[config.mk]
export PLATFORM = sky130hd
export DESIGN_NAME = hann_smoothing_filter_core
export DESIGN_NICKNAME = d
export VERILOG_FILES = /design/src/hw/rtl/hsf_pkg.sv /design/src/hw/rtl/hsf_ram.sv /design/src/hw/rtl/hsf_mac.sv /design/src/hw/rtl/hsf_seq.sv /design/src/hw/rtl/hann_smoothing_filter_core.sv
export VERILOG_INCLUDE_DIRS = /design/src /design/src/hw/rtl
export SDC_FILE = /design/constraint.sdc
export NUM_CORES = 2
export LEC_CHECK = 0
export BUFFER_PORTS_ARGS = -buffer_cell sky130_fd_sc_hd__buf_4
export CAP_MARGIN = 40
export CORE_MARGIN = 5
export CORE_UTILIZATION = 38
export CTS_CLUSTER_DIAMETER = 150
export DETAILED_ROUTE_END_ITERATION = 16
export SLEW_MARGIN = 20
export SYNTH_ARGS = -nofsm -noshare
export SYNTH_HDL_FRONTEND = slang
export SYNTH_HIERARCHICAL = 1
export SYNTH_SLANG_ARGS = --single-unit
[constraint.sdc]
create_clock -name clk -period 14.35 [get_ports clk]
set_clock_uncertainty 0.2 [all_clocks]
set_input_delay 1.435 -clock clk [delete_from_list [all_inputs] [get_ports clk]]
set_output_delay 1.435 -clock clk [all_outputs]
set_load 0.01 [all_outputs]
[src/hw/rtl/hann_smoothing_filter_core_assert.svh]
// Assertion macros for the smoothing filter RTL.
// No dependencies; taken in by `include where assertions are written.
`ifndef HANN_SMOOTHING_FILTER_CORE_ASSERT_SVH
`define HANN_SMOOTHING_FILTER_CORE_ASSERT_SVH

// same-cycle implication
`define HSF_ASSERT_IMPLY(lbl, clk, rst_n, ante, cons) \
  lbl: assert property (@(posedge clk) disable iff (!rst_n) (ante) |-> (cons)) \
    else $error("hsf assertion failed");

// next-cycle implication
`define HSF_ASSERT_NEXT(lbl, clk, rst_n, ante, cons) \
  lbl: assert property (@(posedge clk) disable iff (!rst_n) (ante) |=> (cons)) \
    else $error("hsf assertion failed");

`endif

[src/hw/rtl/hsf_pkg.sv]
// Package for the Hann smoothing filter: widths, item types, control structs,
// rotation and reciprocal constants. No dependencies.
`default_nettype none

package hsf_pkg;

  localparam int WINDOW   = 31;
  localparam int WP_W     = (WINDOW > 1) ? $clog2(WINDOW) : 1;
  localparam int SMP_W    = 16;
  localparam int ACCS_W   = 40;
  localparam int WSUM_W   = 24;
  localparam int FRAC_W   = 16;
  localparam int DIFF_W   = ACCS_W + 1;
  localparam int MUL_A_W  = 25;
  localparam int MUL_B_W  = 32;
  localparam int PROD_W   = MUL_A_W + MUL_B_W;
  localparam int ACC_W    = 72;
  localparam int ROT_FRAC = 30;
  localparam int OUT_FRAC = 39;
  localparam int Y_W      = ACC_W - OUT_FRAC;
  localparam int STEP_W   = 4;

  localparam logic signed [SMP_W-1:0] SMP_MAX = 16'sh7FFF;
  localparam logic signed [SMP_W-1:0] SMP_MIN = 16'sh8000;

  localparam logic [63:0] TWO_PI_Q60 = 64'h6487_ED51_10B4_611A;
  localparam logic [63:0] ONE_Q60    = 64'h1000_0000_0000_0000;
  localparam logic [63:0] THETA      = TWO_PI_Q60 / 64'(WINDOW + 1);
  localparam int          TAYLOR_N   = 40;

  function automatic logic [63:0] mul_q60(logic [63:0] a, logic [63:0] b);
    logic [127:0] p;
    p = a * b;
    return p[123:60];
  endfunction

  function automatic logic [63:0] taylor(logic want_sin);
    logic [63:0] term;
    logic [63:0] cs;
    logic [63:0] sn;
    term = ONE_Q60;
    cs   = ONE_Q60;
    sn   = '0;
    for (int n = 1; n <= TAYLOR_N; n++) begin
      term = mul_q60(term / 64'(n), THETA);
      unique case (n % 4)
        1: sn = sn + term;
        2: cs = cs - term;
        3: sn = sn - term;
        default: cs = cs + term;
      endcase
    end
    return want_sin ? sn : cs;
  endfunction

  function automatic logic signed [MUL_B_W-1:0] round_q30(logic [63:0] x);
    logic signed [63:0] t;
    t = $signed(x) + 64'sd536870912;
    return MUL_B_W'(t >>> 30);
  endfunction

  localparam logic signed [MUL_B_W-1:0] COEF_C  = round_q30(taylor(1'b0));
  localparam logic signed [MUL_B_W-1:0] COEF_S  = round_q30(taylor(1'b1));
  localparam logic signed [MUL_B_W-1:0] COEF_NS = -COEF_S;
  localparam int RECIP_I = ((1 << 23) + (WINDOW + 1) / 2) / (WINDOW + 1);
  localparam logic signed [MUL_B_W-1:0] RECIP = MUL_B_W'(RECIP_I);

  typedef struct packed {
    logic signed [SMP_W-1:0] sample;
    logic                    block_last;
  } in_item_t;

  typedef struct packed {
    logic signed [SMP_W-1:0] smoothed;
    logic                    block_end;
  } out_item_t;

  typedef enum logic [2:0] {
    S_IDLE,
    S_ROT,
    S_WAIT_NC,
    S_OUT,
    S_WAIT_Y,
    S_PUSH
  } state_t;

  // partial products in issue order; the step counter walks this list
  typedef enum logic [STEP_W-1:0] {
    OP_SH_CC,
    OP_SL_CC,
    OP_CH_SS,
    OP_CL_SS,
    OP_CH_CC,
    OP_CL_CC,
    OP_SH_NSS,
    OP_SL_NSS,
    OP_DH_RC,
    OP_DL_RC
  } op_t;

  typedef struct packed {
    logic in_ready;
    logic mac_issue;
    op_t  op;
    logic ram_we;
    logic out_load;
  } ctl_t;

  typedef struct packed {
    logic                      valid;
    op_t                       op;
    logic signed [MUL_A_W-1:0] a;
    logic signed [MUL_B_W-1:0] b;
  } mac_req_t;

  typedef struct packed {
    logic done;
    op_t  op;
  } mac_res_t;

  function automatic logic op_shift(op_t op);
    unique case (op)
      OP_SH_CC, OP_CH_SS, OP_CH_CC, OP_SH_NSS, OP_DH_RC: return 1'b1;
      default: return 1'b0;
    endcase
  endfunction

  function automatic logic op_first(op_t op);
    unique case (op)
      OP_SH_CC, OP_CH_CC, OP_DH_RC: return 1'b1;
      default: return 1'b0;
    endcase
  endfunction

  function automatic logic op_last(op_t op);
    unique case (op)
      OP_CL_SS, OP_SL_NSS, OP_DL_RC: return 1'b1;
      default: return 1'b0;
    endcase
  endfunction

  function automatic logic signed [ACC_W-1:0] op_bias(op_t op);
    unique case (op)
      OP_DH_RC: return ACC_W'(1) <<< (OUT_FRAC - 1);
      default:  return ACC_W'(1) <<< (ROT_FRAC - 1);
    endcase
  endfunction

endpackage

`default_nettype wire

[src/hw/rtl/hsf_ram.sv]
// Generic single-write, single-read RAM with registered read (read-first).
// No dependencies.
`default_nettype none

module hsf_ram #(
  parameter int WIDTH = 16,
  parameter int DEPTH = 32,
  localparam int AW = (DEPTH > 1) ? $clog2(DEPTH) : 1
) (
  input  wire logic             clk,
  input  wire logic             we,
  input  wire logic [AW-1:0]    waddr,
  input  wire logic [WIDTH-1:0] wdata,
  input  wire logic             re,
  input  wire logic [AW-1:0]    raddr,
  output logic      [WIDTH-1:0] rdata
);

  logic [WIDTH-1:0] mem [DEPTH];

  always_ff @(posedge clk) begin
    if (we) begin
      mem[waddr] <= wdata;
    end
    if (re) begin
      rdata <= mem[raddr];
    end
  end

endmodule

`default_nettype wire

[src/hw/rtl/hsf_mac.sv]
// Shared multiply-accumulate unit: registered 25x32 product, then accumulate.
// Depends on hsf_pkg.
`default_nettype none

module hsf_mac (
  input  wire logic                            clk,
  input  wire logic                            rst_n,
  input  wire hsf_pkg::mac_req_t               req,
  output hsf_pkg::mac_res_t                    res,
  output logic signed [hsf_pkg::ACC_W-1:0]     acc
);

  logic                                  p_valid_r;
  hsf_pkg::op_t                          p_op_r;
  logic signed [hsf_pkg::PROD_W-1:0]     prod_r;
  logic signed [hsf_pkg::PROD_W-1:0]     prod_nxt;
  logic signed [hsf_pkg::ACC_W-1:0]      acc_r;
  logic signed [hsf_pkg::ACC_W-1:0]      acc_nxt;
  logic signed [hsf_pkg::ACC_W-1:0]      addend;
  logic signed [hsf_pkg::ACC_W-1:0]      base;
  logic                                  done_r;
  hsf_pkg::op_t                          done_op_r;

  assign prod_nxt = $signed(req.a) * $signed(req.b);

  always_comb begin
    if (hsf_pkg::op_shift(p_op_r)) begin
      addend = $signed({prod_r[hsf_pkg::ACC_W-hsf_pkg::FRAC_W-1:0],
                        {hsf_pkg::FRAC_W{1'b0}}});
    end else begin
      addend = $signed({{(hsf_pkg::ACC_W-hsf_pkg::PROD_W){prod_r[hsf_pkg::PROD_W-1]}},
                        prod_r});
    end
    base    = hsf_pkg::op_first(p_op_r) ? hsf_pkg::op_bias(p_op_r) : acc_r;
    acc_nxt = base + addend;
  end

  always_ff @(posedge clk) begin
    if (!rst_n) begin
      p_valid_r <= 1'b0;
      done_r    <= 1'b0;
    end else begin
      p_valid_r <= req.valid;
      done_r    <= p_valid_r && hsf_pkg::op_last(p_op_r);
    end
  end

  always_ff @(posedge clk) begin
    if (req.valid) begin
      prod_r <= prod_nxt;
      p_op_r <= req.op;
    end
    if (p_valid_r) begin
      acc_r     <= acc_nxt;
      done_op_r <= p_op_r;
    end
  end

  assign res.done = done_r;
  assign res.op   = done_op_r;
  assign acc      = acc_r;

endmodule

`default_nettype wire

[src/hw/rtl/hsf_seq.sv]
// Sequencer: steps the multiply-accumulate unit through one item's products.
// Depends on hsf_pkg and hann_smoothing_filter_core_assert.svh.
`default_nettype none
`include "hann_smoothing_filter_core_assert.svh"

module hsf_seq (
  input  wire logic              clk,
  input  wire logic              rst_n,
  input  wire logic              in_valid,
  input  wire logic              out_free,
  input  wire hsf_pkg::mac_res_t mac_res,
  output hsf_pkg::ctl_t          ctl
);

  hsf_pkg::state_t             state_r;
  hsf_pkg::state_t             state_nxt;
  logic [hsf_pkg::STEP_W-1:0]  step_r;
  logic [hsf_pkg::STEP_W-1:0]  step_nxt;
  hsf_pkg::op_t                op_cur;

  assign op_cur = hsf_pkg::op_t'(step_r);

  always_comb begin
    state_nxt = state_r;
    step_nxt  = step_r;
    unique case (state_r)
      hsf_pkg::S_IDLE: begin
        step_nxt = hsf_pkg::STEP_W'(hsf_pkg::OP_SH_CC);
        if (in_valid) begin
          state_nxt = hsf_pkg::S_ROT;
        end
      end
      hsf_pkg::S_ROT: begin
        step_nxt = step_r + hsf_pkg::STEP_W'(1);
        if (op_cur == hsf_pkg::OP_SL_NSS) begin
          state_nxt = hsf_pkg::S_WAIT_NC;
        end
      end
      hsf_pkg::S_WAIT_NC: begin
        if (mac_res.done && mac_res.op == hsf_pkg::OP_SL_NSS) begin
          state_nxt = hsf_pkg::S_OUT;
        end
      end
      hsf_pkg::S_OUT: begin
        step_nxt = step_r + hsf_pkg::STEP_W'(1);
        if (op_cur == hsf_pkg::OP_DL_RC) begin
          state_nxt = hsf_pkg::S_WAIT_Y;
        end
      end
      hsf_pkg::S_WAIT_Y: begin
        if (mac_res.done && mac_res.op == hsf_pkg::OP_DL_RC) begin
          state_nxt = hsf_pkg::S_PUSH;
        end
      end
      hsf_pkg::S_PUSH: begin
        if (out_free) begin
          state_nxt = hsf_pkg::S_IDLE;
        end
      end
      default: begin
        state_nxt = hsf_pkg::S_IDLE;
      end
    endcase
  end

  always_comb begin
    ctl.in_ready  = 1'b0;
    ctl.mac_issue = 1'b0;
    ctl.op        = op_cur;
    ctl.ram_we    = 1'b0;
    ctl.out_load  = 1'b0;
    unique case (state_r)
      hsf_pkg::S_IDLE:    ctl.in_ready = 1'b1;
      hsf_pkg::S_ROT: begin
        ctl.mac_issue = 1'b1;
        ctl.ram_we    = (op_cur == hsf_pkg::OP_SH_CC);
      end
      hsf_pkg::S_OUT:     ctl.mac_issue = 1'b1;
      hsf_pkg::S_PUSH:    ctl.out_load = out_free;
      default: begin
      end
    endcase
  end

  always_ff @(posedge clk) begin
    if (!rst_n) begin
      state_r <= hsf_pkg::S_IDLE;
      step_r  <= '0;
    end else begin
      state_r <= state_nxt;
      step_r  <= step_nxt;
    end
  end

  `HSF_ASSERT_IMPLY(a_nc_in_wait, clk, rst_n,
    mac_res.done && mac_res.op == hsf_pkg::OP_SL_NSS, state_r == hsf_pkg::S_WAIT_NC)
  `HSF_ASSERT_IMPLY(a_y_in_wait, clk, rst_n,
    mac_res.done && mac_res.op == hsf_pkg::OP_DL_RC, state_r == hsf_pkg::S_WAIT_Y)
  `HSF_ASSERT_IMPLY(a_out_steps, clk, rst_n, state_r == hsf_pkg::S_OUT,
    op_cur == hsf_pkg::OP_DH_RC || op_cur == hsf_pkg::OP_DL_RC)
  `HSF_ASSERT_NEXT(a_no_done_idle, clk, rst_n, state_r == hsf_pkg::S_IDLE,
    !(mac_res.done && state_r == hsf_pkg::S_ROT && step_r == '0))

endmodule

`default_nettype wire

[src/hw/rtl/hann_smoothing_filter_core.sv]
// Channel  Ports                          Payload
// in       in_valid / in_ready / in_item  sample (s16), block_last
// out      out_valid / out_ready / out_item  smoothed (s16), block_end
//
// One item at a time: its result is in the output register before the next
// accept. The single 25x32 multiply-accumulate unit takes ten partial
// products in turn (eight for the rotation, two for the reciprocal scale).
// rst_n (synchronous) clears accumulators, pointer and fill flag; the delay
// line RAM reads as zero until the pointer first wraps, so no clearing pass.
// The output register lets a new item be taken while a result waits; a
// finished result holds in the core until the register frees.
// Depends on hsf_pkg, hsf_ram, hsf_mac, hsf_seq.
`default_nettype none

module hann_smoothing_filter_core (
  input  wire logic               clk,
  input  wire logic               rst_n,
  input  wire logic               in_valid,
  output logic                    in_ready,
  input  wire hsf_pkg::in_item_t  in_item,
  output logic                    out_valid,
  input  wire logic               out_ready,
  output hsf_pkg::out_item_t      out_item
);

  hsf_pkg::ctl_t                         ctl;
  hsf_pkg::mac_req_t                     mac_req;
  hsf_pkg::mac_res_t                     mac_res;
  logic signed [hsf_pkg::ACC_W-1:0]      mac_acc;

  logic [hsf_pkg::WP_W-1:0]              wp_r;
  logic [hsf_pkg::WP_W-1:0]              wp_nxt;
  logic                                  full_r;
  logic [hsf_pkg::WP_W-1:0]              wa_r;
  logic                                  old_ok_r;
  logic signed [hsf_pkg::SMP_W-1:0]      s_r;
  logic                                  last_r;
  logic signed [hsf_pkg::ACCS_W-1:0]     sin_r;
  logic signed [hsf_pkg::ACCS_W-1:0]     cos_r;
  logic signed [hsf_pkg::ACCS_W-1:0]     ns_r;
  logic signed [hsf_pkg::WSUM_W-1:0]     wsum_r;
  logic                                  out_valid_r;
  hsf_pkg::out_item_t                    out_r;

  logic                                  in_fire;
  logic                                  out_free;
  logic [hsf_pkg::SMP_W-1:0]             ram_rdata;
  logic signed [hsf_pkg::SMP_W-1:0]      old;
  logic signed [hsf_pkg::ACCS_W-1:0]     cos_add;
  logic signed [hsf_pkg::ACCS_W-1:0]     rot_res;
  logic signed [hsf_pkg::ACCS_W-1:0]     cos_upd;
  logic signed [hsf_pkg::WSUM_W-1:0]     wsum_upd;
  logic signed [hsf_pkg::DIFF_W-1:0]     diff;
  logic signed [hsf_pkg::Y_W-1:0]        y_full;
  logic signed [hsf_pkg::SMP_W-1:0]      y_sat;
  logic signed [hsf_pkg::MUL_A_W-1:0]    sin_hi;
  logic signed [hsf_pkg::MUL_A_W-1:0]    sin_lo;
  logic signed [hsf_pkg::MUL_A_W-1:0]    cos_hi;
  logic signed [hsf_pkg::MUL_A_W-1:0]    cos_lo;
  logic signed [hsf_pkg::MUL_A_W-1:0]    diff_hi;
  logic signed [hsf_pkg::MUL_A_W-1:0]    diff_lo;

  localparam int PAD_W = hsf_pkg::MUL_A_W - hsf_pkg::FRAC_W;

  assign in_fire   = in_valid && ctl.in_ready;
  assign out_free  = !out_valid_r || out_ready;
  assign in_ready  = ctl.in_ready;
  assign out_valid = out_valid_r;
  assign out_item  = out_r;

  hsf_seq u_seq (
    .clk      (clk),
    .rst_n    (rst_n),
    .in_valid (in_valid),
    .out_free (out_free),
    .mac_res  (mac_res),
    .ctl      (ctl)
  );

  hsf_ram #(
    .WIDTH (hsf_pkg::SMP_W),
    .DEPTH (hsf_pkg::WINDOW)
  ) u_dline (
    .clk   (clk),
    .we    (ctl.ram_we),
    .waddr (wa_r),
    .wdata (s_r),
    .re    (in_fire),
    .raddr (wp_r),
    .rdata (ram_rdata)
  );

  hsf_mac u_mac (
    .clk   (clk),
    .rst_n (rst_n),
    .req   (mac_req),
    .res   (mac_res),
    .acc   (mac_acc)
  );

  always_comb begin
    old      = old_ok_r ? $signed(ram_rdata) : '0;
    wp_nxt   = (wp_r == hsf_pkg::WP_W'(hsf_pkg::WINDOW - 1)) ? '0
                                                               : wp_r + hsf_pkg::WP_W'(1);
    cos_add  = cos_r + $signed({{(hsf_pkg::ACCS_W-hsf_pkg::SMP_W-hsf_pkg::FRAC_W)
                                 {in_item.sample[hsf_pkg::SMP_W-1]}},
                                in_item.sample, {hsf_pkg::FRAC_W{1'b0}}});
    rot_res  = mac_acc[hsf_pkg::ROT_FRAC+hsf_pkg::ACCS_W-1:hsf_pkg::ROT_FRAC];
    cos_upd  = rot_res - $signed({{(hsf_pkg::ACCS_W-hsf_pkg::SMP_W-hsf_pkg::FRAC_W)
                                   {old[hsf_pkg::SMP_W-1]}},
                                  old, {hsf_pkg::FRAC_W{1'b0}}});
    wsum_upd = wsum_r
             + $signed({{(hsf_pkg::WSUM_W-hsf_pkg::SMP_W){s_r[hsf_pkg::SMP_W-1]}}, s_r})
             - $signed({{(hsf_pkg::WSUM_W-hsf_pkg::SMP_W){old[hsf_pkg::SMP_W-1]}}, old});
    diff     = $signed({wsum_r[hsf_pkg::WSUM_W-1], wsum_r, {hsf_pkg::FRAC_W{1'b0}}})
             - $signed({cos_r[hsf_pkg::ACCS_W-1], cos_r});
    y_full   = mac_acc[hsf_pkg::ACC_W-1:hsf_pkg::OUT_FRAC];
    if (y_full > $signed(hsf_pkg::Y_W'(hsf_pkg::SMP_MAX))) begin
      y_sat = hsf_pkg::SMP_MAX;
    end else if (y_full < hsf_pkg::Y_W'(hsf_pkg::SMP_MIN)) begin
      y_sat = hsf_pkg::SMP_MIN;
    end else begin
      y_sat = y_full[hsf_pkg::SMP_W-1:0];
    end
  end

  always_comb begin
    sin_hi  = $signed({sin_r[hsf_pkg::ACCS_W-1], sin_r[hsf_pkg::ACCS_W-1:hsf_pkg::FRAC_W]});
    sin_lo  = $signed({{PAD_W{1'b0}}, sin_r[hsf_pkg::FRAC_W-1:0]});
    cos_hi  = $signed({cos_r[hsf_pkg::ACCS_W-1], cos_r[hsf_pkg::ACCS_W-1:hsf_pkg::FRAC_W]});
    cos_lo  = $signed({{PAD_W{1'b0}}, cos_r[hsf_pkg::FRAC_W-1:0]});
    diff_hi = diff[hsf_pkg::DIFF_W-1:hsf_pkg::FRAC_W];
    diff_lo = $signed({{PAD_W{1'b0}}, diff[hsf_pkg::FRAC_W-1:0]});
    mac_req.valid = ctl.mac_issue;
    mac_req.op    = ctl.op;
    unique case (ctl.op)
      hsf_pkg::OP_SH_CC:  begin mac_req.a = sin_hi;  mac_req.b = hsf_pkg::COEF_C;  end
      hsf_pkg::OP_SL_CC:  begin mac_req.a = sin_lo;  mac_req.b = hsf_pkg::COEF_C;  end
      hsf_pkg::OP_CH_SS:  begin mac_req.a = cos_hi;  mac_req.b = hsf_pkg::COEF_S;  end
      hsf_pkg::OP_CL_SS:  begin mac_req.a = cos_lo;  mac_req.b = hsf_pkg::COEF_S;  end
      hsf_pkg::OP_CH_CC:  begin mac_req.a = cos_hi;  mac_req.b = hsf_pkg::COEF_C;  end
      hsf_pkg::OP_CL_CC:  begin mac_req.a = cos_lo;  mac_req.b = hsf_pkg::COEF_C;  end
      hsf_pkg::OP_SH_NSS: begin mac_req.a = sin_hi;  mac_req.b = hsf_pkg::COEF_NS; end
      hsf_pkg::OP_SL_NSS: begin mac_req.a = sin_lo;  mac_req.b = hsf_pkg::COEF_NS; end
      hsf_pkg::OP_DH_RC:  begin mac_req.a = diff_hi; mac_req.b = hsf_pkg::RECIP;   end
      hsf_pkg::OP_DL_RC:  begin mac_req.a = diff_lo; mac_req.b = hsf_pkg::RECIP;   end
      default:            begin mac_req.a = '0;      mac_req.b = '0;               end
    endcase
  end

  always_ff @(posedge clk) begin
    if (!rst_n) begin
      wp_r        <= '0;
      full_r      <= 1'b0;
      sin_r       <= '0;
      cos_r       <= '0;
      wsum_r      <= '0;
      out_valid_r <= 1'b0;
    end else begin
      if (in_fire) begin
        wp_r    <= wp_nxt;
        cos_r   <= cos_add;
        if (wp_nxt == '0) begin
          full_r <= 1'b1;
        end
      end
      if (mac_res.done && mac_res.op == hsf_pkg::OP_SL_NSS) begin
        sin_r  <= ns_r;
        cos_r  <= cos_upd;
        wsum_r <= wsum_upd;
      end
      if (ctl.out_load) begin
        out_valid_r <= 1'b1;
      end else if (out_ready) begin
        out_valid_r <= 1'b0;
      end
    end
  end

  always_ff @(posedge clk) begin
    if (in_fire) begin
      s_r      <= in_item.sample;
      last_r   <= in_item.block_last;
      wa_r     <= wp_r;
      old_ok_r <= full_r;
    end
    if (mac_res.done && mac_res.op == hsf_pkg::OP_CL_SS) begin
      ns_r <= rot_res;
    end
    if (ctl.out_load) begin
      out_r.smoothed  <= y_sat;
      out_r.block_end <= last_r;
    end
  end

endmodule

`default_nettype wire
==> qor.yml <==
gp_congestion: 0.917
synth_cells: 6555
min_period_ns: 11.00
switching_share_pct: 29.4
grt_usage_pct: 19.4
tightest_slew_ns: 1.04
setup_viol: 0
pwr-share-seq_pct: 45.7
fmax_ghz: 0.0909
leakagePower_uw: 0.0330
drc: 0
num-nets-final: 7685
whs_ns: 0.220
grt_pass1_vias: 49000
grt_antenna_before_repair: 7
ant_nets: 0
rows: 158
wire_per_inst_um: 21.3
start_util_pct: 38.3
netSwitchingPower_uw: 1860
hold_depth: 0
internal_power_uw: 4460
hold_violations: 0
gr-total-overflow: 0
ctsResizeCount: 0
end_kind: "flip-flop"
fillers: 17700
path_max_fanout: 22
htreeDepth: 3
vias_per_cell: 5.33
finalMaxSlewViolations: 0
core_area_um2: 186000
period_share_pct: 76.6
power_density_nw_per_um2: 81.9
via_count: 48200
post_cts_buffers: 0
startpoint_type: "flip-flop"
setup_tns_ns: 0
die_h_um: 443
numCtsBuffers: 83
syn_avg_cell_area_um2: 10.9
synth_warnings: 6
path_common_cell: "fa_1"
maxSlewHeadroom_pct: 30.9
ir_worst_vdd_v: 0.0000827
rsz0062_at_grt: "false"
ys_ff_latch: 849
die-area_um2: 196000
die_width_um: 443
grt_max_degree: 201
clock_latency_ns: 0.70
num_io_pins: 40
drive_above_1_share_pct: 7.75
ys_types: 105
outcome: "finished clean"
seq_area_frac_synth_pct: 34.2
arrival_ns: 11.25
wl_mm: 192
hpwl_mm: 138
synth_edf_count: 729
critPathMaxStageDelay_ns: 0.65
clk_pin_slew_ns: 0.06
async_flop_share_pct: 0
cts_tree: "built"
maxCapViolCount: 0
first_pass_iters: 5
power_frac_clock_pct: 34.0
areaGrowthSynthToFinish_pct: 8.49
port_buffers: 39
synthesis.area_um2: 71100
slowest_stage: "a2111oi_0"
path_class: "reg2reg"
critPathRequiredTime_ns: 14.60
clock_sinks: 849
grt_pass1_wl_mm: 297
combPwrFrac_pct: 20.3
r2r_cells: 32
clk_path_buf_depth: 3
ys.flop_type: "edfxtp_1"
drt-initial-drc-count: 3994
hold_class: "reg2reg"
root_buffer: "clkbuf_16"
cts-hold-fix-buffers: 0
==> synth_stat cells (8+ instances only) <==
cell | n | share of area, %
o22ai_1 | 30 | 0.26
a211o_1 | 8 | 0.099
buf_2 | 21 | 0.15
xnor2_1 | 127 | 1.6
a21boi_0 | 69 | 0.73
inv_1 | 946 | 5.0
buf_6 | 12 | 0.19
mux2i_1 | 49 | 0.69
dfxtp_1 | 120 | 3.4
nand3_1 | 75 | 0.53
fa_1 | 845 | 24
nand4_1 | 51 | 0.45
a221oi_1 | 11 | 0.14
o211a_1 | 9 | 0.13
mux2_2 | 63 | 1.0
mux4_2 | 87 | 2.8
a21o_1 | 132 | 1.4
o211ai_1 | 25 | 0.26
clkbuf_1 | 271 | 1.4
nor4_1 | 12 | 0.11
nor2_1 | 230 | 1.2
edfxtp_1 | 729 | 31
nor2b_1 | 114 | 1.0
a22oi_1 | 35 | 0.37
a21oi_1 | 249 | 1.8
or3_1 | 11 | 0.097
xor2_1 | 80 | 0.99
nand2_1 | 736 | 3.9
and2_1 | 421 | 3.7
a22o_1 | 20 | 0.25
o221ai_1 | 11 | 0.14
and3_1 | 41 | 0.36
o31ai_1 | 14 | 0.15
a211oi_1 | 23 | 0.24
o21a_1 | 30 | 0.32
ha_1 | 327 | 5.8
or2_2 | 8 | 0.070
a31oi_1 | 43 | 0.38
nor3_1 | 55 | 0.39
nand2b_1 | 37 | 0.33
nand3b_1 | 8 | 0.084
o21ai_1 | 22 | 0.15
o21bai_1 | 33 | 0.35
o21ai_0 | 166 | 1.2
==> power groups by stage <==
stage               logic (uW)  registers (uW)  clock network, uW
floorplan                  934            2890                  0
global placement          1230            2940                  0
detailed placement        1260            2940                  0
CTS                       1270            2890               2190
global route              1410            2890               2290
finish                    1280            2890               2140
==> routing by layer <==
metal	part of all wire, %	track usage [%]
met3	6.3	2.63
met2	47	31.4
met1	44	27.4
met4	3.3	5.60
met5	0.0068	0
==> registers in the layout (all words and copies together), names as in the netlist, 3 cells and up <==
signal           cells
wsum_r              24
u_seq/op_cur         4
ns_r                40
wp_r                 5
u_mac/prod_r        57
sin_r               40
u_mac/done_op_r      4
wa_r                 5
u_dline/mem        496
u_seq/state_r        3
cos_r               40
s_r                 16
u_dline/rdata       16
out_item            17
u_mac/p_op_r         4
u_mac/acc           72
==> cell type report <==
type / count / area, um2 / area share [%]
sequential: 849 / 24300 / 31.5
clock buffer: 104 / 2180 / 2.82
timing repair buffer: 164 / 1440 / 1.86
multi-input combinational: 4445 / 42200 / 54.6
clock inverter: 44 / 407 / 0.527
antenna: 4 / 10.0 / 0.0130
tap: 2480 / 3100 / 4.02
inverter: 949 / 3560 / 4.62
==> final timing paths <==
path                            slack, ns                    from                         end
worst min-delay path                 0.22        last_r$_DFFE_PP_       out_item[0]$_DFFE_PP_
worst min register to register       0.22        last_r$_DFFE_PP_       out_item[0]$_DFFE_PP_
worst max register to register       3.35  cos_r[11]$_SDFFE_PN0P_  u_mac/prod_r[53]$_DFFE_PP_
worst max-delay path                 3.35  cos_r[11]$_SDFFE_PN0P_  u_mac/prod_r[53]$_DFFE_PP_
==> placed cells by master, fill, tap and decap left out, drive strengths merged, types with 20 or more instances in the layout <==
cell type,n
inv,951
fa,845
nand2,736
edfxtp,729
and2,422
ha,327
a21oi,250
nor2,231
o21ai,188
buf,164
a21o,133
xnor2,127
dfxtp,120
nor2b,114
clkbuf,104
mux4,91
xor2,80
nand3,76
a21boi,74
mux2,64
nor3,58
nand4,51
mux2i,49
a31oi,43
and3,42
nand2b,37
a22oi,35
clkinv,35
o21bai,33
o22ai,30
o21a,30
o211ai,27
a211oi,26
a22o,20
==> critical path: cells and delay by family, from the launching register on <==
family                   cells  cell delay (ns)
AND/OR/NAND/NOR              8             2.21
multiplexers                 1             0.38
flip-flops                   1             0.36
adder cells (fa/ha/maj)      8             3.87
AO/OA/AOI/OAI               11             3.14
buffers and inverters        4             0.60
==> through the flow <==
stage	std cells	utilization (%)	setup WS, ns	power, uW	area [um2]
2_1_floorplan	6561	-	4.67	3830	71100
3_3_place_gp	8868	40.0	3.56	4170	74200
3_5_place_dp	8885	40.1	3.53	4200	74500
4_1_cts	9033	41.5	3.50	6340	77100
5_1_grt	9035	41.5	3.10	6590	77200
6_report	9039	41.5	3.35	6320	77200
==> logic make-up after synthesis <==
family,after synthesis,synth area share [%]
adder cells (fa/ha/maj),1172,29.5
AND/OR/NAND/NOR,1849,12.8
flip-flops,849,34.2
multiplexers,204,4.61
XOR/XNOR,207,2.55
other,1,0.00527
AO/OA/AOI/OAI,1006,9.31
buffers and inverters,1267,7.00
(Power assumes the default switching activity.)
